[config.mk]
export PLATFORM = sky130hd
export DESIGN_NAME = cspf_ctrl_flat
export DESIGN_NICKNAME = d
export VERILOG_FILES = /design/src/rtl/cspf_pkg.sv /design/src/rtl/cspf_if.sv /design/src/rtl/cspf_ctrl.sv /design/src/flat_wrapper.sv
export SDC_FILE = /design/constraint.sdc
export NUM_CORES = 1
export LEC_CHECK = 0
export BUFFER_PORTS_ARGS = -buffer_cell sky130_fd_sc_hd__buf_2
export CAP_MARGIN = 5
export CORE_ASPECT_RATIO = 1.75
export CORE_MARGIN = 3
export CORE_UTILIZATION = 40
export CTS_CLUSTER_DIAMETER = 40
export CTS_CLUSTER_SIZE = 14
export DETAILED_ROUTE_END_ITERATION = 16
export MAX_ROUTING_LAYER = met4
export PLACE_DENSITY = 0.6
export SLEW_MARGIN = 20
export SYNTH_ARGS = -nofsm -noshare
export SYNTH_HDL_FRONTEND = slang
export SYNTH_SLANG_ARGS = --single-unit
export TNS_END_PERCENT = 5
[constraint.sdc]
create_clock -name clk -period 13.59 [get_ports clk]
set_input_delay 2.718 -clock clk [delete_from_list [all_inputs] [get_ports clk]]
set_output_delay 2.718 -clock clk [all_outputs]
set_load 0.005 [all_outputs]
[src/rtl/cspf_pkg.sv]
// shared types, constants and register map of the span fill engine
package cspf_pkg;

  localparam int WIDTH_DEF  = 320;
  localparam int HEIGHT_DEF = 240;

  localparam int PADDR_W = 5;
  localparam int PDATA_W = 32;

  localparam int COORD_W = 16;
  localparam int COLOR_W = 16;
  localparam int COUNT_W = 17;

  typedef enum logic [1:0] {
    CMD_CLEAR = 2'd0,
    CMD_SPAN  = 2'd1,
    CMD_RECT  = 2'd2,
    CMD_READ  = 2'd3
  } cmd_t;

  typedef logic [2:0] reg_idx_t;

  localparam reg_idx_t REG_BRIGHTNESS  = 3'd0;
  localparam reg_idx_t REG_CLIP_LEFT   = 3'd1;
  localparam reg_idx_t REG_CLIP_TOP    = 3'd2;
  localparam reg_idx_t REG_CLIP_RIGHT  = 3'd3;
  localparam reg_idx_t REG_CLIP_BOTTOM = 3'd4;

  localparam logic [7:0] BRIGHTNESS_RST  = 8'd255;
  localparam logic [8:0] CLIP_LEFT_RST   = 9'd0;
  localparam logic [7:0] CLIP_TOP_RST    = 8'd0;
  localparam logic [8:0] CLIP_RIGHT_RST  = 9'd320;
  localparam logic [7:0] CLIP_BOTTOM_RST = 8'd240;

  typedef struct packed {
    logic [7:0] brightness;
    logic [8:0] clip_left;
    logic [7:0] clip_top;
    logic [8:0] clip_right;
    logic [7:0] clip_bottom;
  } cfg_t;

endpackage

[src/rtl/cspf_if.sv]
// command and result channel interfaces
interface cspf_in_if;
  import cspf_pkg::*;

  logic                       valid;
  logic                       ready;
  cmd_t                       cmd;
  logic signed [COORD_W-1:0]  x;
  logic signed [COORD_W-1:0]  x_end;
  logic signed [COORD_W-1:0]  y;
  logic signed [COORD_W-1:0]  width;
  logic signed [COORD_W-1:0]  height;
  logic        [COLOR_W-1:0]  color;

  modport source (output valid, cmd, x, x_end, y, width, height, color, input ready);
  modport sink   (input valid, cmd, x, x_end, y, width, height, color, output ready);
endinterface

interface cspf_out_if;
  import cspf_pkg::*;

  logic               valid;
  logic               ready;
  logic [COLOR_W-1:0] pixel_value;
  logic [COUNT_W-1:0] pixels_written;

  modport source (output valid, pixel_value, pixels_written, input ready);
  modport sink   (input valid, pixel_value, pixels_written, output ready);
endinterface

[src/rtl/cspf_ctrl.sv]
// command sequencer: bounds, colour scaling, pixel walk and result register
module cspf_ctrl #(
  parameter  int WIDTH  = cspf_pkg::WIDTH_DEF,
  parameter  int HEIGHT = cspf_pkg::HEIGHT_DEF,
  localparam int DEPTH  = WIDTH * HEIGHT,
  localparam int AW     = (DEPTH > 1) ? $clog2(DEPTH) : 1
) (
  input  logic                          clk,
  input  logic                          rst_n,
  input  cspf_pkg::cfg_t                cfg,
  cspf_in_if.sink                       in_ch,
  cspf_out_if.source                    out_ch,
  output logic                          mem_we,
  output logic [AW-1:0]                 mem_addr,
  output logic [cspf_pkg::COLOR_W-1:0]  mem_wdata,
  input  logic [cspf_pkg::COLOR_W-1:0]  mem_rdata
);
  import cspf_pkg::*;

  localparam int CW = (WIDTH > 1) ? $clog2(WIDTH) : 1;
  localparam int RW = (HEIGHT > 1) ? $clog2(HEIGHT) : 1;

  localparam logic signed [17:0] WID_S  = 18'(WIDTH);
  localparam logic signed [17:0] HGT_S  = 18'(HEIGHT);
  localparam logic        [13:0] WID_U  = 14'(WIDTH);
  localparam logic        [13:0] HGT_U  = 14'(HEIGHT);
  localparam logic     [AW-1:0]  WID_A  = AW'(WIDTH);
  localparam logic     [AW-1:0]  LAST_A = AW'(DEPTH - 1);

  typedef enum logic [3:0] {
    S_CLR, S_IDLE, S_EDGE, S_CLAMP, S_BASE, S_FILL, S_RD, S_RWAIT, S_DONE
  } state_t;

  function automatic logic [5:0] div255(input logic [13:0] v);
    logic [14:0] t;
    t = 15'(v) + 15'(v[13:8]) + 15'd1;
    return t[13:8];
  endfunction

  state_t             state_r;
  logic [AW-1:0]      clr_addr_r;

  cmd_t               cmd_r;
  logic [15:0]        x_r, xe_r, y_r, w_r, h_r, color_r;

  logic signed [17:0] bs_r, yl_r, redge_r, bedge_r;
  logic               hpos_r;
  logic [12:0]        pr_r, pb_r;
  logic [13:0]        pg_r;
  logic               byp_r;
  logic [15:0]        dim_r;

  logic signed [17:0] lo_r, hi_r, first_r, last_r;
  logic               rd_ok_r;

  logic [CW-1:0]      col_r;
  logic [RW-1:0]      row_r;
  logic [AW-1:0]      row_base_r;

  logic [COUNT_W-1:0] cnt_r;
  logic [COLOR_W-1:0] pix_r;

  logic               out_valid_r;
  logic [COLOR_W-1:0] out_pix_r;
  logic [COUNT_W-1:0] out_cnt_r;

  logic signed [17:0] x_ext, xe_ext, y_ext, w_ext, h_ext;
  logic signed [17:0] left_s, top_s, mn, mx;
  logic [15:0]        sw;
  logic [5:0]         red_s, grn_s, blu_s;
  logic [15:0]        scaled;
  logic               empty;

  assign x_ext  = {{2{x_r[15]}}, x_r};
  assign xe_ext = {{2{xe_r[15]}}, xe_r};
  assign y_ext  = {{2{y_r[15]}}, y_r};
  assign w_ext  = {{2{w_r[15]}}, w_r};
  assign h_ext  = {{2{h_r[15]}}, h_r};
  assign left_s = 18'(cfg.clip_left);
  assign top_s  = 18'(cfg.clip_top);
  assign mn     = (x_ext < bs_r) ? x_ext : bs_r;
  assign mx     = (x_ext < bs_r) ? bs_r : x_ext;
  assign sw     = {color_r[7:0], color_r[15:8]};
  assign red_s  = div255(14'(pr_r));
  assign grn_s  = div255(pg_r);
  assign blu_s  = div255(14'(pb_r));
  assign scaled = {red_s[4:0], grn_s, blu_s[4:0]};
  assign empty  = (lo_r > hi_r) || (first_r > last_r) || !hpos_r;

  assign in_ch.ready           = (state_r == S_IDLE);
  assign out_ch.valid          = out_valid_r;
  assign out_ch.pixel_value    = out_pix_r;
  assign out_ch.pixels_written = out_cnt_r;

  always_comb begin
    mem_we    = (state_r == S_CLR) || (state_r == S_FILL);
    mem_wdata = (state_r == S_CLR) ? '0 : dim_r;
    mem_addr  = (state_r == S_CLR) ? clr_addr_r : row_base_r + AW'(col_r);
  end

  always_ff @(posedge clk) begin
    if (!rst_n) begin
      state_r     <= S_CLR;
      clr_addr_r  <= '0;
      out_valid_r <= 1'b0;
    end else begin
      if (out_valid_r && out_ch.ready && (state_r != S_DONE)) begin
        out_valid_r <= 1'b0;
      end
      case (state_r)
        S_CLR: begin
          clr_addr_r <= clr_addr_r + AW'(1);
          if (clr_addr_r == LAST_A) begin
            state_r <= S_IDLE;
          end
        end
        S_IDLE: begin
          if (in_ch.valid) begin
            cmd_r   <= in_ch.cmd;
            x_r     <= in_ch.x;
            xe_r    <= in_ch.x_end;
            y_r     <= in_ch.y;
            w_r     <= in_ch.width;
            h_r     <= in_ch.height;
            color_r <= in_ch.color;
            cnt_r   <= '0;
            pix_r   <= '0;
            state_r <= S_EDGE;
          end
        end
        S_EDGE: begin
          bs_r    <= (cmd_r == CMD_RECT) ? x_ext + w_ext - 18'sd1 : xe_ext;
          yl_r    <= (cmd_r == CMD_RECT) ? y_ext + h_ext - 18'sd1 : y_ext;
          redge_r <= ((14'(cfg.clip_right) > WID_U) ? WID_S : 18'(cfg.clip_right)) - 18'sd1;
          bedge_r <= ((14'(cfg.clip_bottom) > HGT_U) ? HGT_S : 18'(cfg.clip_bottom)) - 18'sd1;
          hpos_r  <= (cmd_r != CMD_RECT) || (!h_r[15] && (h_r != '0));
          pr_r    <= 13'(sw[15:11]) * 13'(cfg.brightness);
          pg_r    <= 14'(sw[10:5]) * 14'(cfg.brightness);
          pb_r    <= 13'(sw[4:0]) * 13'(cfg.brightness);
          byp_r   <= (cfg.brightness == 8'd255);
          state_r <= S_CLAMP;
        end
        S_CLAMP: begin
          dim_r <= byp_r ? color_r : {scaled[7:0], scaled[15:8]};
          case (cmd_r)
            CMD_CLEAR: begin
              lo_r    <= '0;
              hi_r    <= WID_S - 18'sd1;
              first_r <= '0;
              last_r  <= HGT_S - 18'sd1;
            end
            CMD_READ: begin
              lo_r    <= x_ext;
              first_r <= y_ext;
              rd_ok_r <= !x_ext[17] && (x_ext < WID_S) && !y_ext[17] && (y_ext < HGT_S);
            end
            default: begin
              lo_r    <= (mn < left_s) ? left_s : mn;
              hi_r    <= (mx > redge_r) ? redge_r : mx;
              first_r <= (y_ext < top_s) ? top_s : y_ext;
              last_r  <= (yl_r > bedge_r) ? bedge_r : yl_r;
            end
          endcase
          state_r <= S_BASE;
        end
        S_BASE: begin
          row_r      <= first_r[RW-1:0];
          col_r      <= lo_r[CW-1:0];
          row_base_r <= AW'(first_r[RW-1:0]) * WID_A;
          if (cmd_r == CMD_READ) begin
            state_r <= S_RD;
          end else if (empty) begin
            state_r <= S_DONE;
          end else begin
            state_r <= S_FILL;
          end
        end
        S_FILL: begin
          cnt_r <= cnt_r + COUNT_W'(1);
          if (col_r == hi_r[CW-1:0]) begin
            col_r <= lo_r[CW-1:0];
            if (row_r == last_r[RW-1:0]) begin
              state_r <= S_DONE;
            end else begin
              row_r      <= row_r + RW'(1);
              row_base_r <= row_base_r + WID_A;
            end
          end else begin
            col_r <= col_r + CW'(1);
          end
        end
        S_RD: begin
          state_r <= S_RWAIT;
        end
        S_RWAIT: begin
          pix_r   <= rd_ok_r ? mem_rdata : '0;
          state_r <= S_DONE;
        end
        S_DONE: begin
          if (!out_valid_r || out_ch.ready) begin
            out_pix_r   <= pix_r;
            out_cnt_r   <= cnt_r;
            out_valid_r <= 1'b1;
            state_r     <= S_IDLE;
          end
        end
        default: begin
          state_r <= S_IDLE;
        end
      endcase
    end
  end

endmodule
[src/flat_wrapper.sv]
// flat-port wrapper written by rule: the top's interface ports become plain ports
module cspf_ctrl_flat import cspf_pkg::*;
#(
  parameter  int WIDTH  = cspf_pkg::WIDTH_DEF,
  parameter  int HEIGHT = cspf_pkg::HEIGHT_DEF,
  localparam int DEPTH  = WIDTH * HEIGHT,
  localparam int AW     = (DEPTH > 1) ? $clog2(DEPTH) : 1
)
  (clk, rst_n, cfg, mem_we, mem_addr, mem_wdata, mem_rdata, in_ch_valid, in_ch_cmd, in_ch_x, in_ch_x_end, in_ch_y, in_ch_width, in_ch_height, in_ch_color, in_ch_ready, out_ch_valid, out_ch_pixel_value, out_ch_pixels_written, out_ch_ready);
  cspf_in_if in_ch_i ();
  cspf_out_if out_ch_i ();
  input  logic clk;
  input  logic rst_n;
  input  cspf_pkg::cfg_t cfg;
  output logic mem_we;
  output logic [AW-1:0] mem_addr;
  output logic [cspf_pkg::COLOR_W-1:0] mem_wdata;
  input  logic [cspf_pkg::COLOR_W-1:0] mem_rdata;
  input wire logic [$bits(in_ch_i.valid)-1:0] in_ch_valid;
  input wire logic [$bits(in_ch_i.cmd)-1:0] in_ch_cmd;
  input wire logic [$bits(in_ch_i.x)-1:0] in_ch_x;
  input wire logic [$bits(in_ch_i.x_end)-1:0] in_ch_x_end;
  input wire logic [$bits(in_ch_i.y)-1:0] in_ch_y;
  input wire logic [$bits(in_ch_i.width)-1:0] in_ch_width;
  input wire logic [$bits(in_ch_i.height)-1:0] in_ch_height;
  input wire logic [$bits(in_ch_i.color)-1:0] in_ch_color;
  output wire logic [$bits(in_ch_i.ready)-1:0] in_ch_ready;
  output wire logic [$bits(out_ch_i.valid)-1:0] out_ch_valid;
  output wire logic [$bits(out_ch_i.pixel_value)-1:0] out_ch_pixel_value;
  output wire logic [$bits(out_ch_i.pixels_written)-1:0] out_ch_pixels_written;
  input wire logic [$bits(out_ch_i.ready)-1:0] out_ch_ready;
  assign in_ch_i.valid = in_ch_valid;
  assign in_ch_i.cmd = in_ch_cmd;
  assign in_ch_i.x = in_ch_x;
  assign in_ch_i.x_end = in_ch_x_end;
  assign in_ch_i.y = in_ch_y;
  assign in_ch_i.width = in_ch_width;
  assign in_ch_i.height = in_ch_height;
  assign in_ch_i.color = in_ch_color;
  assign in_ch_ready = in_ch_i.ready;
  assign out_ch_valid = out_ch_i.valid;
  assign out_ch_pixel_value = out_ch_i.pixel_value;
  assign out_ch_pixels_written = out_ch_i.pixels_written;
  assign out_ch_i.ready = out_ch_ready;
  cspf_ctrl #(.WIDTH(WIDTH), .HEIGHT(HEIGHT)) u_core (.clk(clk), .rst_n(rst_n), .cfg(cfg), .in_ch(in_ch_i), .out_ch(out_ch_i), .mem_we(mem_we), .mem_addr(mem_addr), .mem_wdata(mem_wdata), .mem_rdata(mem_rdata));
endmodule
==> impl_metrics.toml <==
[run_status]
outcome = "completed"

[layout]
drive_above_1_share_pct = 13.4
fin_nets = 3239
syn_to_final_growth_pct = 15.0
fillerInstances = 6176
multi_input_area_um2 = 13600
layout.area.seq_um2 = 12100

[global_routing]
first_global_vias = 20413
track_usage_pct = 20.1
overflow = 0
grt_pass1_wl_um = 109000
antenna_found_initial = 10
grt_max_degree = 64

[floorplanning]
row_count = 125
fp.coreArea_um2 = 66500
die_x_um = 202
ios = 229
fp.dieH_um = 349
dieArea_um2 = 70400
initial_core_util_pct = 40.4

[logic_synthesis]
synth_edf_count = 389
synthCells = 2560
synth_top_family_by_area = "adder cells"
synth.avg_cell_area_um2 = 10.5
synth_compound_area_share_pct = 11.5
yosysSeqAreaShare_pct = 45.1
yosysWarnings = 0
synth_top_cell_by_area = "edfxtp_1"
synth_top_area_share_pct = 43.5
synthFlopType = "edfxtp_1"
ys_types = 82
ys_seq_elements = 411
async_flop_share_pct = 0
synthMuxAreaShare_pct = 1.63
synth_commonest_cells = "edfxtp_1 (389), nand2_1 (259), ha_1 (244)"
synthXorXnorAreaFrac_pct = 5.44
synth.most_common_cell = "edfxtp_1"
synth.cell_area_um2 = 26900
synth-simple-area-share_pct = 15.5
syn_nets = 3029
synth_fa_ha_area_share_pct = 16.2
synth_area_leaders = "edfxtp_1 (43%), ha_1 (11%), fa_1 (4.8%)"

[placed_design]
gp_congestion = 0.925
hpwl_um = 54900
io_buffers = 228

[sta]
slew_headroom_pct = 32.1
grt_setup_unrepaired = "no"
hold_violations = 0
post-route-period-util_pct = 48.8
skew_ns = 0.0222
worstMarginPinSlew_ns = 1.02
setup_violations = 0
setup-tns-final_ns = 0
fmax_mhz = 151
finalCriticalPeriod_ns = 6.63
final_max_slew_viol_count = 0

[drt]
ant_nets = 0
drc = 0
vias_per_cell = 5.35
drt_pass1_iterations = 6
drt-initial-drc-count = 1154
post_drt_wl_per_cell_um = 18.8
finalWirelength_um = 70000
vias = 19872

[clock_network]
numCtsBuffers = 54
clk_path_buf_depth = 3
clkSlewWorstSetupHoldPaths_ns = 0.06
cts_tree = "done"
cts_setup_buffers = 0
cts.htree.levels = 2
cts_resized = 0
insertion_delay_ns = 0.61
cts_root_buf = "clkbuf_16"
ctsHoldBuffers = 0
cts_sinks = 411

[critical_path]
crit_family = "compound AO/OA/AOI/OAI gates"
worst-path-stages = 20
critPathMaxFanout = 21
worstPathRequired_ns = 14.05
arrival_ns = 7.08
crit_path_cell_trace = "ha_1, a21o_1, a21oi_1, o21ai_0, a311o_1, nand2_1, o21ai_0, ha_1, a21o_1, a21o_1, a21oi_1, nor2b_1, nor2b_1, a2111oi_0, a211oi_1, ha_1, inv_1, nand2_1, o22ai_1, a22o_1"
crit_path_top_delay_cell = "a311o_1"
worstSetupEndpointType = "register"
critPathMaxStageDelay_ns = 0.77
path_buf_inv = 1
rrSetupSlack_ns = 6.96
r2r-start = "u_core.x_r[1]$_DFFE_PP_"
worstSetupPathType = "reg -> reg"
r2r_end = "u_core.lo_r[11]$_DFFE_PP_"
r2r_cells = 20
cp-start-kind = "register"

[hold_path]
holdPathEnd = "u_core.out_ch.pixel_value[12]$_DFFE_PP_"
hp-start = "u_core.pix_r[12]$_SDFFCE_PN0P_"
min_path_cells = 0
hold_class = "reg -> reg"

[power_and_ir_drop]
total_power_uw = 3080
leakage_uw = 0.0129
p_per_area_nw_per_um2 = 99.6
vdd_drop_max_mv = 0.104

[job]
drv_cap = 0
-- layout by cell type (no fill, tap or decap), drive strengths merged, types with 21 or more instances in the layout --
cell and count:
nand4 43, nor3 41, a31oi 21, edfxtp 389, nand3 59, nor2 164, mux2i 27, o21ai 112
inv 243, a21oi 114, and2 110, and3 30, xor2 67, a21o 54, o21a 26, nand2 259
xnor2 100, ha 244, dfxtp 22, fa 65, nor4 22, buf 245, nor2b 30, clkbuf 57
-- layout make-up --
| type | count | share of cell area (%) |
|---|---|---|
| antenna | 14 | 0.113 |
| clock buffer | 57 | 4.41 |
| sequential | 411 | 39.2 |
| timing repair buffer | 245 | 4.17 |
| multi-input combinational | 1826 | 43.9 |
| tap | 889 | 3.60 |
| clock inverter | 41 | 1.77 |
| inverter | 232 | 2.82 |
-- routing by layer --
metal | wire length [um] | global-route usage, % | vias up
li1 | - | - | 9583
met1 | 26400 | 21.4 | 9562
met2 | 36600 | 36.6 | 576
met3 | 3950 | 3.46 | 151
met4 | 3070 | 8.37 | 0
met5 | 0 | - | -
-- cell families (layout without fill, tap and decap cells) --
group	count (synthesis)	after routing
adders and majority gates	309	309
xor gates and xnor gates	167	167
muxes	42	42
and+or+nand+nor	836	836
other	0	14
DFF	411	411
buffers and inverters	323	575
AOI/OAI and AO/OA	472	472
-- worst max path at each step --
stage	start	end	slack, ns
2_1_floorplan	rst_n	u_core.bedge_r[0]$_DFFE_PP_	2.33
5_1_grt	u_core.x_r[1]$_DFFE_PP_	u_core.lo_r[11]$_DFFE_PP_	6.47
3_3_place_gp	cfg[34]	u_core.pb_r[12]$_DFFE_PP_	6.85
3_5_place_dp	cfg[34]	u_core.pr_r[12]$_DFFE_PP_	6.78
4_1_cts	u_core.x_r[1]$_DFFE_PP_	u_core.lo_r[11]$_DFFE_PP_	7.15
6_report	u_core.x_r[1]$_DFFE_PP_	u_core.lo_r[11]$_DFFE_PP_	6.96
-- report_power, final --
part / internal, uW / switching, uW / total, uW
Combinational: 89.7 / 106 / 195
Sequential: 1380 / 0.946 / 1380
Clock: 887 / 612 / 1500
Total: 2360 / 718 / 3080
-- sequential cells by signal (all words and copies together), names as in the netlist, 17 cells and up --
register,cells
u_core.last_r,18
u_core.hi_r,18
u_core.redge_r,17
u_core.yl_r,18
u_core.lo_r,18
u_core.bs_r,18
u_core.out_ch.pixels_written,17
u_core.clr_addr_r,17
u_core.cnt_r,17
-- metrics by stage --
| step | hold WS, ns | std cells | setup WS, ns | util, % | area (um^2) |
|---|---|---|---|---|---|
| 6_report | 0.414 | 3715 | 6.96 | 46.5 | 30900 |
| 5_1_grt | 0.419 | 3711 | 6.47 | 46.5 | 30900 |
| 4_1_cts | 0.418 | 3700 | 7.15 | 46.4 | 30800 |
| 3_5_place_dp | 0.405 | 3602 | 6.78 | 43.5 | 28900 |
| 3_3_place_gp | 0.402 | 3602 | 6.85 | 43.5 | 28900 |
| 2_1_floorplan | 0.400 | 2560 | 2.33 | - | 26900 |
(Power assumes the default switching activity.)
