<file path="config.mk">
export PLATFORM = sky130hd
export DESIGN_NAME = cspf_regs
export DESIGN_NICKNAME = d
export VERILOG_FILES = /design/src/rtl/cspf_pkg.sv /design/src/rtl/cspf_regs.sv
export SDC_FILE = /design/constraint.sdc
export NUM_CORES = 1
export LEC_CHECK = 0
export ABC_AREA = 1
export BUFFER_PORTS_ARGS = -buffer_cell sky130_fd_sc_hd__buf_4
export CAP_MARGIN = 20
export CORE_MARGIN = 4
export CORE_UTILIZATION = 39
export DETAILED_ROUTE_END_ITERATION = 16
export HOLD_SLACK_MARGIN = 0.15
export PLACE_DENSITY = 0.69
export SETUP_SLACK_MARGIN = 0.15
export SYNTH_ARGS = -nofsm -noshare
export SYNTH_HDL_FRONTEND = slang
export SYNTH_SLANG_ARGS = --single-unit
</file>
<file path="constraint.sdc">
create_clock -name clk -period 2.71 [get_ports clk]
set_input_delay 0.271 -clock clk [delete_from_list [all_inputs] [get_ports clk]]
set_output_delay 0.271 -clock clk [all_outputs]
set_load 0.03 [all_outputs]
</file>
<file path="src/rtl/cspf_pkg.sv">
// shared types, constants and register map of the span fill engine
package cspf_pkg;

  localparam int WIDTH_DEF  = 320;
  localparam int HEIGHT_DEF = 240;

  localparam int PADDR_W = 5;
  localparam int PDATA_W = 32;

  localparam int COORD_W = 16;
  localparam int COLOR_W = 16;
  localparam int COUNT_W = 17;

  typedef enum logic [1:0] {
    CMD_CLEAR = 2'd0,
    CMD_SPAN  = 2'd1,
    CMD_RECT  = 2'd2,
    CMD_READ  = 2'd3
  } cmd_t;

  typedef logic [2:0] reg_idx_t;

  localparam reg_idx_t REG_BRIGHTNESS  = 3'd0;
  localparam reg_idx_t REG_CLIP_LEFT   = 3'd1;
  localparam reg_idx_t REG_CLIP_TOP    = 3'd2;
  localparam reg_idx_t REG_CLIP_RIGHT  = 3'd3;
  localparam reg_idx_t REG_CLIP_BOTTOM = 3'd4;

  localparam logic [7:0] BRIGHTNESS_RST  = 8'd255;
  localparam logic [8:0] CLIP_LEFT_RST   = 9'd0;
  localparam logic [7:0] CLIP_TOP_RST    = 8'd0;
  localparam logic [8:0] CLIP_RIGHT_RST  = 9'd320;
  localparam logic [7:0] CLIP_BOTTOM_RST = 8'd240;

  typedef struct packed {
    logic [7:0] brightness;
    logic [8:0] clip_left;
    logic [7:0] clip_top;
    logic [8:0] clip_right;
    logic [7:0] clip_bottom;
  } cfg_t;

endpackage

</file>
<file path="src/rtl/cspf_regs.sv">
// configuration register file behind the apb port
module cspf_regs (
  input  logic                          clk,
  input  logic                          rst_n,
  input  logic                          psel,
  input  logic                          penable,
  input  logic                          pwrite,
  input  logic [cspf_pkg::PADDR_W-1:0]  paddr,
  input  logic [cspf_pkg::PDATA_W-1:0]  pwdata,
  output logic [cspf_pkg::PDATA_W-1:0]  prdata,
  output logic                          pready,
  output cspf_pkg::cfg_t                cfg
);
  import cspf_pkg::*;

  cfg_t     cfg_r;
  reg_idx_t idx;

  assign idx    = paddr[PADDR_W-1:2];
  assign pready = 1'b1;
  assign cfg    = cfg_r;

  always_ff @(posedge clk) begin
    if (!rst_n) begin
      cfg_r.brightness  <= BRIGHTNESS_RST;
      cfg_r.clip_left   <= CLIP_LEFT_RST;
      cfg_r.clip_top    <= CLIP_TOP_RST;
      cfg_r.clip_right  <= CLIP_RIGHT_RST;
      cfg_r.clip_bottom <= CLIP_BOTTOM_RST;
    end else if (psel && penable && pwrite) begin
      case (idx)
        REG_BRIGHTNESS:  cfg_r.brightness  <= pwdata[7:0];
        REG_CLIP_LEFT:   cfg_r.clip_left   <= pwdata[8:0];
        REG_CLIP_TOP:    cfg_r.clip_top    <= pwdata[7:0];
        REG_CLIP_RIGHT:  cfg_r.clip_right  <= pwdata[8:0];
        REG_CLIP_BOTTOM: cfg_r.clip_bottom <= pwdata[7:0];
        default: ;
      endcase
    end
  end

  always_comb begin
    case (idx)
      REG_BRIGHTNESS:  prdata = PDATA_W'(cfg_r.brightness);
      REG_CLIP_LEFT:   prdata = PDATA_W'(cfg_r.clip_left);
      REG_CLIP_TOP:    prdata = PDATA_W'(cfg_r.clip_top);
      REG_CLIP_RIGHT:  prdata = PDATA_W'(cfg_r.clip_right);
      REG_CLIP_BOTTOM: prdata = PDATA_W'(cfg_r.clip_bottom);
      default:         prdata = '0;
    endcase
  end

endmodule

</file>
==> out/summary.txt, run 1 <==
Area Overhead vs Synth -> 21.2%
Ant diodes -> 0
Post-CTS Resized -> 0
Post-synth cell types -> 18
Fin crit period -> 1860 ps
Commonest non-fill, non-tap cell in the layout -> nand2_1
Most frequent cells in the layout -> nand2_1 (106), nor2_1 (68), buf_4 (68), nand3_1 (50), dfxtp_1 (42)
DRT iter0 DRCs -> 191
Vias per cell -> 4.85
Total track usage -> 18.1%
CP Class -> input pin to output port
Power per Cell Area -> 480 nW/µm²
Sequential fraction of the synthesis area -> 36.1%
DRC -> 0
Post-layout util -> 50.0%
Crit end category -> output port
Peak supply drop -> 0.271 mV
Max Buffers Root-to-Sink -> 2
Post-CTS Setup Inserts -> 0
Vias in the first global route -> 2086
Detail Route Antenna Nets -> 0
Status -> finished, final reports clean
DP Area -> 2710 µm²
Hold buffers post-CTS -> 0
Power after layout -> 1.35 mW
Post-synthesis compound-gate area fraction -> 0%
Gate count of the mapped netlist -> 356
Number of antenna violations at the first check in global routing -> 0
Mux share of post-synthesis cell area -> 0%
Reg clk slew, reported paths -> 80 ps
Arrival time worst endpoint -> 1590 ps
Rows -> 27
# nets final -> 453
Yosys warns -> 0
WL/cell -> 13.8 µm
I/O pin cnt -> 117
Mapped Area -> 2330 µm²
Fill cell count -> 597
Flip-flop count of the largest register after layout -> 42
Post-synthesis adder-cell area fraction -> 0%
Synth area leaders -> dfxtp_1 (36%), nand2_1 (17%), nor2_1 (11%)
Fin crit share -> 68.5%
Die X -> 85.3 µm
Syn Area/Cell -> 6.54 µm²
Post-synthesis simple-gate area fraction -> 47.4%
Setup TNS -> 0 ps
H-tree level count -> 2
Gpl congestion -> 0.916
Routed via count -> 2347
Clk Latency, worst-skew pair -> 290 ps
Clock skew -> 0 ps
Finished Cell Area -> 2820 µm²
Leading area contributor after synthesis -> dfxtp_1
Critical Path Fanout Max -> 29
Dpl cells -> 476
RSZ-0062 raised after global routing -> false
Post-Synth XOR/XNOR Area -> 0%
DIE AREA -> 7270 µm²
Share of the synthesized area in the top cell type -> 36.1%
Effective utilization at floorplan -> 41.3%
Routed WL -> 6660 µm
Slew @ Worst Pin -> 499 ps
Hold WC Path Type -> input pin to flip-flop
Hold Fails Final Rpt -> 0
Hold slack -> 196 ps
CTS root buf -> clkbuf_8
Max cap viols -> 0
Hpwl dp -> 4970 µm
Final setup margin -> 854 ps
Largest family of logic cells by synthesized area -> simple AND/OR/NAND/NOR gates
CTS tree -> done
Die Ht -> 85.3 µm
P_leak -> 1.42 nW
Critical Path RT -> 2440 ps
FF+latch count, synth -> 42
Largest net degree at the start of global routing -> 43
First-pass DRT Iterations -> 4
Global-route wire length before repair -> 10400 µm
Core area -> 5640 µm²
Share of cells above drive strength 1 -> 21.8%
Final setup fails -> 0
Sink Count -> 42
CP Launch Type -> input pin
Fmax -> 0.539 GHz
Slew HR -> 66.7%
Port-buffer cells -> 67
CTS buffer count -> 5
GRT Residual Overflow -> 0
Post-Layout Cell Count -> 484
Post-Place Worst Slack -> 882 ps
Final slew viol count -> 0
## kinds of logic (layout without fill, tap and decap cells)
family,after synthesis,in the layout
flops,42,42
buf+inv,63,97
simple gates,249,249
other cells,2,24
## layer usage
metal  GRT usage, %  vias to the layer above  share of wire [%]
met5              0                        -                  0
met4           6.19                        0                2.0
met3           6.12                       11                 10
met2           28.0                      110                 44
met1           23.6                     1053                 44
li1               -                     1173                  -
## layout make-up
cell class,instances,area (µm²),share of cell area [%]
timing repair buffer,68,510,18.1
clock buffer,7,76.3,2.71
tap,72,90.1,3.19
multi-input combinational,273,1190,42.3
sequential,42,841,29.8
inverter,21,80.1,2.84
clock inverter,1,30.0,1.06
## worst max-delay path, cell delays in order
cell and delay [ps]:
buf_4 140, clkinv_2 290, nand2_1 110, nor2_2 410
nand2_1 90, nand2_1 100, buf_4 160
## final timing paths
path                            depth (start not counted)                    to  slack, ps            startpoint
worst max register to register                          2  cfg[12]$_SDFFE_PN0P_       2080  cfg[12]$_SDFFE_PN0P_
worst min register to register                          2  cfg[14]$_SDFFE_PN1P_        500  cfg[14]$_SDFFE_PN1P_
worst max-delay path                                    7             prdata[4]        850              paddr[4]
worst min-delay path                                    3  cfg[16]$_SDFFE_PN1P_        200             pwdata[8]
## Yosys cell counts
| cell type | n |
|---|---|
| inv_2 | 3 |
| clkbuf_1 | 5 |
| nand3_1 | 50 |
| buf_4 | 25 |
| nand3_2 | 3 |
| buf_6 | 5 |
| conb_1 | 2 |
| nand3_4 | 1 |
| nand4_1 | 13 |
| nor2_4 | 4 |
| dfxtp_1 | 42 |
| inv_1 | 17 |
| buf_1 | 1 |
| clkinv_2 | 1 |
| buf_2 | 6 |
| nor2_2 | 4 |
| nand2_1 | 106 |
| nor2_1 | 68 |
## where the power goes
part | internal (mW) | leakage [nW] | switching, mW
logic | 0.0596 | 1.03 | 0.172
clock network | 0.276 | 0.0524 | 0.213
registers | 0.625 | 0.340 | 0.00719
total | 0.960 | 1.42 | 0.393
No activity file was read; power rests on OpenSTA's default activity.
==> inputs of run 2 (changes only) <==
==> constraint.sdc (replaced) <==
create_clock -name clk -period 1.8 [get_ports clk]
set_input_delay 0.18 -clock clk [delete_from_list [all_inputs] [get_ports clk]]
set_output_delay 0.18 -clock clk [all_outputs]
set_load 0.03 [all_outputs]
==> run 2 against run 1 <==
Net effect:
- routed wire length down 1.6%
- highest routed layer unchanged
- largest power group unchanged
- sequential cell count unchanged
- hold slack worse by 32 ps
- worst setup slack worse by 530 ps
- total power up 44%
- combinational power up 59%
- sequential power up 50%
- non-clock buffer count up 13
==> out/summary.txt, run 2 (synthesis gave the netlist of run 1 again) <==
Reg clk slew, reported paths -> 80 ps (about the same)
DP Area -> 2750 µm² (was 2710 µm²)
Finished Cell Area -> 2920 µm² (was 2820 µm²)
Worst R2R Path Depth -> 2 (unchanged)
CP Class -> input pin to output port (unchanged)
I/O pin cnt -> 117 (unchanged)
Global-route wire length before repair -> 10500 µm (was 10400 µm)
CTS tree -> done (unchanged)
Gpl congestion -> 0.908 (was 0.916)
Worst path cell trace -> buf_4 -> inv_4 -> nand2_1 -> nor2_1 -> buf_4 -> nand2_1 -> nand2_1 -> buf_4 (was buf_4 -> clkinv_2 -> nand2_1 -> nor2_2 -> nand2_1 -> nand2_1 -> buf_4)
Final setup margin -> 325 ps (was 854 ps)
H-tree level count -> 2 (unchanged)
Post-Place Worst Slack -> 273 ps (was 882 ps)
Fin crit share -> 81.9%
CTS root buf -> clkbuf_8 (unchanged)
CTS buffer count -> 5 (unchanged)
First-pass DRT Iterations -> 4 (unchanged)
Effective utilization at floorplan -> 41.3% (unchanged)
Hold Fails Final Rpt -> 0 (unchanged)
Share of cells above drive strength 1 -> 22.6% (was 21.8%)
Detail Route Antenna Nets -> 0 (unchanged)
CP Launch Type -> input pin (unchanged)
DRT iter0 DRCs -> 193 (was 191)
Peak supply drop -> 0.358 mV (was 0.271 mV)
DRC -> 0 (unchanged)
Critical Path Fanout Max -> 29 (unchanged)
Hpwl dp -> 4970 µm (about the same)
Rows -> 27 (unchanged)
Clk Latency, worst-skew pair -> 290 ps (about the same)
Largest net degree at the start of global routing -> 43 (unchanged)
Max cap viols -> 0 (unchanged)
GRT Residual Overflow -> 0 (unchanged)
Die Ht -> 85.3 µm (unchanged)
Total track usage -> 18.1% (about the same)
Number of antenna violations at the first check in global routing -> 0 (unchanged)
Final slew viol count -> 0 (unchanged)
Sink Count -> 42 (unchanged)
# nets final -> 466 (was 453)
Critical path's slowest cell -> inv_4 (was nor2_2)
Port-buffer cells -> 67 (unchanged)
Fin crit period -> 1470 ps
Status -> finished, final reports clean (unchanged)
Area Overhead vs Synth -> 25.6% (was 21.2%)
Power per Cell Area -> 665 nW/µm² (was 480 nW/µm²)
Fmax -> 0.678 GHz
Worst path top cell family by delay -> buffers and inverters (was simple AND/OR/NAND/NOR gates)
Critical Path RT -> 1620 ps (was 2440 ps)
Clock skew -> 0 ps (unchanged)
Worst path max stage delay -> 220 ps (was 410 ps)
Hold depth -> 3 (unchanged)
Max Buffers Root-to-Sink -> 2 (unchanged)
Die X -> 85.3 µm (unchanged)
Setup TNS -> 0 ps (unchanged)
Arrival time worst endpoint -> 1290 ps (was 1590 ps)
WL/cell -> 13.2 µm (was 13.8 µm)
Routed WL -> 6560 µm (was 6660 µm)
Final setup fails -> 0 (unchanged)
FF-to-FF Start -> cfg[1]$_SDFFE_PN0P_ (was cfg[12]$_SDFFE_PN0P_)
RSZ-0062 raised after global routing -> false (unchanged)
P_leak -> 1.48 nW (was 1.42 nW)
Hold worst-path end -> cfg[14]$_SDFFE_PN1P_ (was cfg[16]$_SDFFE_PN1P_)
Routed via count -> 2323 (was 2347)
Core area -> 5640 µm² (unchanged)
Commonest non-fill, non-tap cell in the layout -> nand2_1 (unchanged)
Flip-flop count of the largest register after layout -> 42 (unchanged)
Hold WC Path Type -> input pin to flip-flop (unchanged)
HP Start -> pwdata[6] (was pwdata[8])
Most frequent cells in the layout -> nand2_1 (106), buf_4 (73), nor2_1 (68), nand3_1 (50), dfxtp_1 (42) (was nand2_1 (106), nor2_1 (68), buf_4 (68), nand3_1 (50), dfxtp_1 (42))
WP buf/inv -> 4 (was 3)
FF-to-FF setup slack -> 1190 ps (was 2080 ps)
R2R Path End -> cfg[1]$_SDFFE_PN0P_ (was cfg[12]$_SDFFE_PN0P_)
Ant diodes -> 0 (unchanged)
Vias in the first global route -> 2095 (was 2086)
Vias per cell -> 4.67 (was 4.85)
Crit end category -> output port (unchanged)
DIE AREA -> 7270 µm² (unchanged)
run 2: cell count changes in the layout (fill, tap and decap cells not counted):
cell and change:
buf_4 +5, bufinv_16 -1, clkbuf_1 -1, clkbuf_8 +1, dlygate4sd3_1 +8, inv_4 +1
run 2: stage by stage:
step                hold slack, ps  utilization [%]  std cells  total power, mW
finish                         164             51.8        497             1.95
global route                   177             51.8        497             2.03
CTS                            167             51.8        497             1.96
detailed placement             406             48.8        481             1.33
global placement               403             48.8        481             1.32
floorplan                      306                -        378             1.26
run 2: how the worst max path moves through the flow:
stage	to	cells past startpoint	slack [ps]	start
after floorplan	prdata[1]	6	520	paddr[2]
after global placement	prdata[0]	9	270	paddr[4]
after detailed placement	prdata[0]	9	270	paddr[4]
after CTS	prdata[0]	9	270	paddr[4]
after global routing	prdata[8]	8	180	paddr[4]
final	prdata[8]	8	330	paddr[4]
run 2: layer usage:
metal / share of wire (%) / track usage [%] / vias to the layer above
li1: - / - / 1203
met1: 44 / 25.2 / 1002
met2: 43 / 28.3 / 105
met3: 11 / 3.50 / 13
met4: 2.0 / 5.32 / 0
met5: 0 / 0 / -
run 2: layout make-up:
| class | count | area (µm²) |
|---|---|---|
| clock inverter | 1 | 5.00 |
| tap | 72 | 90.1 |
| inverter | 21 | 81.3 |
| fill | 583 | 2720 |
| sequential | 42 | 841 |
| clock buffer | 7 | 86.3 |
| timing repair buffer | 81 | 628 |
| multi-input combinational | 273 | 1190 |
run 2: timing repair:
action | in CTS | in global routing
resized for setup | 0 | 1
setup endpoints to repair | 0 | 1
hold buffers | 8 | 0
endpoints found under the hold margin | 11 | 0
buffers inserted | 0 | 0
run 2: power breakdown:
| part | total [mW] | internal, mW | leakage [nW] | switching, mW |
|---|---|---|---|---|
| combinational | 0.368 | 0.107 | 1.09 | 0.262 |
| clock | 0.626 | 0.310 | 0.0482 | 0.316 |
| sequential | 0.951 | 0.940 | 0.340 | 0.0108 |
| total | 1.95 | 1.36 | 1.48 | 0.589 |
run 2: worst min-delay path, cell delays in order:
cell and delay (ps):
buf_4 120, nand2_1 60, nand3_1 60
==> inputs of run 3 (changes only) <==
==> constraint.sdc (replaced) <==
create_clock -name clk -period 1.4 [get_ports clk]
set_input_delay 0.14 -clock clk [delete_from_list [all_inputs] [get_ports clk]]
set_output_delay 0.14 -clock clk [all_outputs]
set_load 0.03 [all_outputs]
==> run 3 against run 2 <==
Net effect:
- register-to-register slack worse by 510 ps
- sequential cell count unchanged
- clock power up 30%
- die area unchanged
- utilization up 6.6 points
- clock-buffer cell count unchanged
- critical path depth down 3
- global-route usage up 1.1 points
- first-iteration DRC count up 17%
- worst setup slack worse by 240 ps
- hold slack better by 78 ps
- sequential share of layout area down 2.2 points
- largest cell class unchanged
==> out/summary.txt, run 3 (synthesis gave the netlist of run 1 again) <==
Number of antenna violations at the first check in global routing -> 0 (unchanged)
Vias per cell -> 4.70 (was 4.67)
CTS tree -> done (unchanged)
Power per Cell Area -> 783 nW/µm² (was 665 nW/µm²)
Power after layout -> 2.58 mW (was 1.95 mW)
Final setup margin -> 85.0 ps (was 325 ps)
Clock group share of total power -> 31.6% (was 32.2%)
# nets final -> 494 (was 466)
Fin crit period -> 1320 ps
Global-route wire length before repair -> 11100 µm (was 10500 µm)
Sink Count -> 42 (unchanged)
I/O pin cnt -> 117 (unchanged)
Hpwl dp -> 4960 µm (was 4970 µm)
Die X -> 85.3 µm (unchanged)
DRT iter0 DRCs -> 226 (was 193)
Ant diodes -> 0 (unchanged)
RSZ-0062 raised after global routing -> true (was false)
Clk Latency, worst-skew pair -> 290 ps (about the same)
Hold WC Path Type -> input pin to flip-flop (unchanged)
Arrival time worst endpoint -> 1180 ps (was 1290 ps)
CP Class -> flip-flop to output port (was input pin to output port)
NetSw -> 791 µW (was 589 µW)
Routed WL -> 7150 µm (was 6560 µm)
FF-to-FF setup slack -> 680 ps (was 1190 ps)
WL/cell -> 13.6 µm (was 13.2 µm)
Die Ht -> 85.3 µm (unchanged)
Clock skew -> 0 ps (unchanged)
Switching part of the total -> 30.7% (was 30.3%)
Gpl congestion -> 0.927 (was 0.908)
Dpl cells -> 485 (was 481)
Detail Route Antenna Nets -> 0 (unchanged)
Post-Layout Cell Count -> 525 (was 497)
Max cap viols -> 0 (unchanged)
Share of cells above drive strength 1 -> 36.4% (was 22.6%)
CP Launch Type -> flip-flop (was input pin)
Critical Path RT -> 1260 ps (was 1620 ps)
Final setup fails -> 0 (unchanged)
Vias in the first global route -> 2254 (was 2095)
Setup TNS -> 0 ps (unchanged)
Crit end category -> output port (unchanged)
Hold Fails Final Rpt -> 0 (unchanged)
Register share of total power -> 47.4% (was 48.9%)
Max Buffers Root-to-Sink -> 2 (unchanged)
Commonest non-fill, non-tap cell in the layout -> nand2_1 (unchanged)
Fmax -> 0.760 GHz
First-pass DRT Iterations -> 4 (unchanged)
GRT Residual Overflow -> 0 (unchanged)
Flip-flop count of the largest register after layout -> 42 (unchanged)
DRC -> 0 (unchanged)
Fin crit share -> 93.9%
Largest net degree at the start of global routing -> 43 (unchanged)
Routed via count -> 2470 (was 2323)
Peak supply drop -> 0.512 mV (was 0.358 mV)
Status -> finished, final reports clean (unchanged)
Post-Place Worst Slack -> 113 ps (was 273 ps)
Total track usage -> 19.2% (was 18.1%)
Core area -> 5640 µm² (unchanged)
CTS buffer count -> 5 (unchanged)
Most frequent cells in the layout -> nand2_1 (106), buf_4 (88), nor2_1 (61), nand3_1 (43), dfxtp_2 (28) (was nand2_1 (106), buf_4 (73), nor2_1 (68), nand3_1 (50), dfxtp_1 (42))
Area Overhead vs Synth -> 41.6% (was 25.6%)
CTS root buf -> clkbuf_8 (unchanged)
Rows -> 27 (unchanged)
P_int -> 1.79 mW (was 1.36 mW)
Logic pwr share -> 21.0% (was 18.9%)
Fill cell count -> 566 (was 583)
DIE AREA -> 7270 µm² (unchanged)
Final slew viol count -> 0 (unchanged)
P_leak -> 1.64 nW (was 1.48 nW)
Reg clk slew, reported paths -> 80 ps (about the same)
Effective utilization at floorplan -> 41.3% (unchanged)
H-tree level count -> 2 (unchanged)
Critical Path Fanout Max -> 3 (was 29)
Port-buffer cells -> 67 (unchanged)
run 3: path summary, 6_finish.rpt:
path                            cells past startpoint            startpoint              endpoint
worst max-delay path                                5  cfg[12]$_SDFFE_PN0P_             prdata[4]
worst min-delay path                                2                 rst_n  cfg[16]$_SDFFE_PN1P_
worst max register to register                      3  cfg[38]$_SDFFE_PN1P_  cfg[38]$_SDFFE_PN1P_
worst min register to register                      2  cfg[25]$_SDFFE_PN0P_  cfg[25]$_SDFFE_PN0P_
run 3: power by group through the flow:
| stage | Sequential (mW) | Clock (mW) | Combinational (mW) |
|---|---|---|---|
| 2_1_floorplan | 1.28 | 0 | 0.344 |
| 3_3_place_gp | 1.25 | 0 | 0.463 |
| 3_5_place_dp | 1.25 | 0 | 0.465 |
| 4_1_cts | 1.22 | 0.835 | 0.526 |
| 5_1_grt | 1.22 | 0.872 | 0.581 |
| 6_report | 1.22 | 0.816 | 0.541 |
run 3: what timing repair did:
item	CTS	global route
endpoints found under the hold margin	14	0
setup endpoints to repair	9	9
pin swaps	15	11
hold buffers	9	0
cloned	0	0
buffers inserted	20	3
gates resized for setup	41	14
run 3: stage by stage:
step / area, µm² / util, % / hold WS (ps)
detailed placement: 2790 / 49.5 / 369
floorplan: 2410 / - / 266
CTS: 3230 / 57.3 / 240
global route: 3290 / 58.4 / 253
finish: 3290 / 58.4 / 241
global placement: 2790 / 49.5 / 364
run 3: cell type report:
cell class	instances	area, µm²	area share (%)
Timing Repair Buffer	109	903	27.4
Tap cell	72	90.1	2.73
Inverter	21	83.8	2.54
Multi-Input combinational cell	273	1250	37.9
Clock buffer	7	86.3	2.62
Clock inverter	1	5.00	0.152
Sequential cell	42	876	26.6
run 3: worst max-delay path, cell delays in order, from the launching register on:
cell and delay [ps]:
dfxtp_2 340, nand4_1 80, nand2_1 70, nor2_2 150
nand2_1 90, buf_6 140
run 3: layer usage:
metal | track usage (%) | wire, µm | vias up
met4 | 5.32 | 81 | 0
met3 | 4.66 | 646 | 9
met1 | 25.8 | 3120 | 1100
met2 | 30.7 | 3300 | 105
li1 | - | - | 1256
met5 | 0 | 0 | -
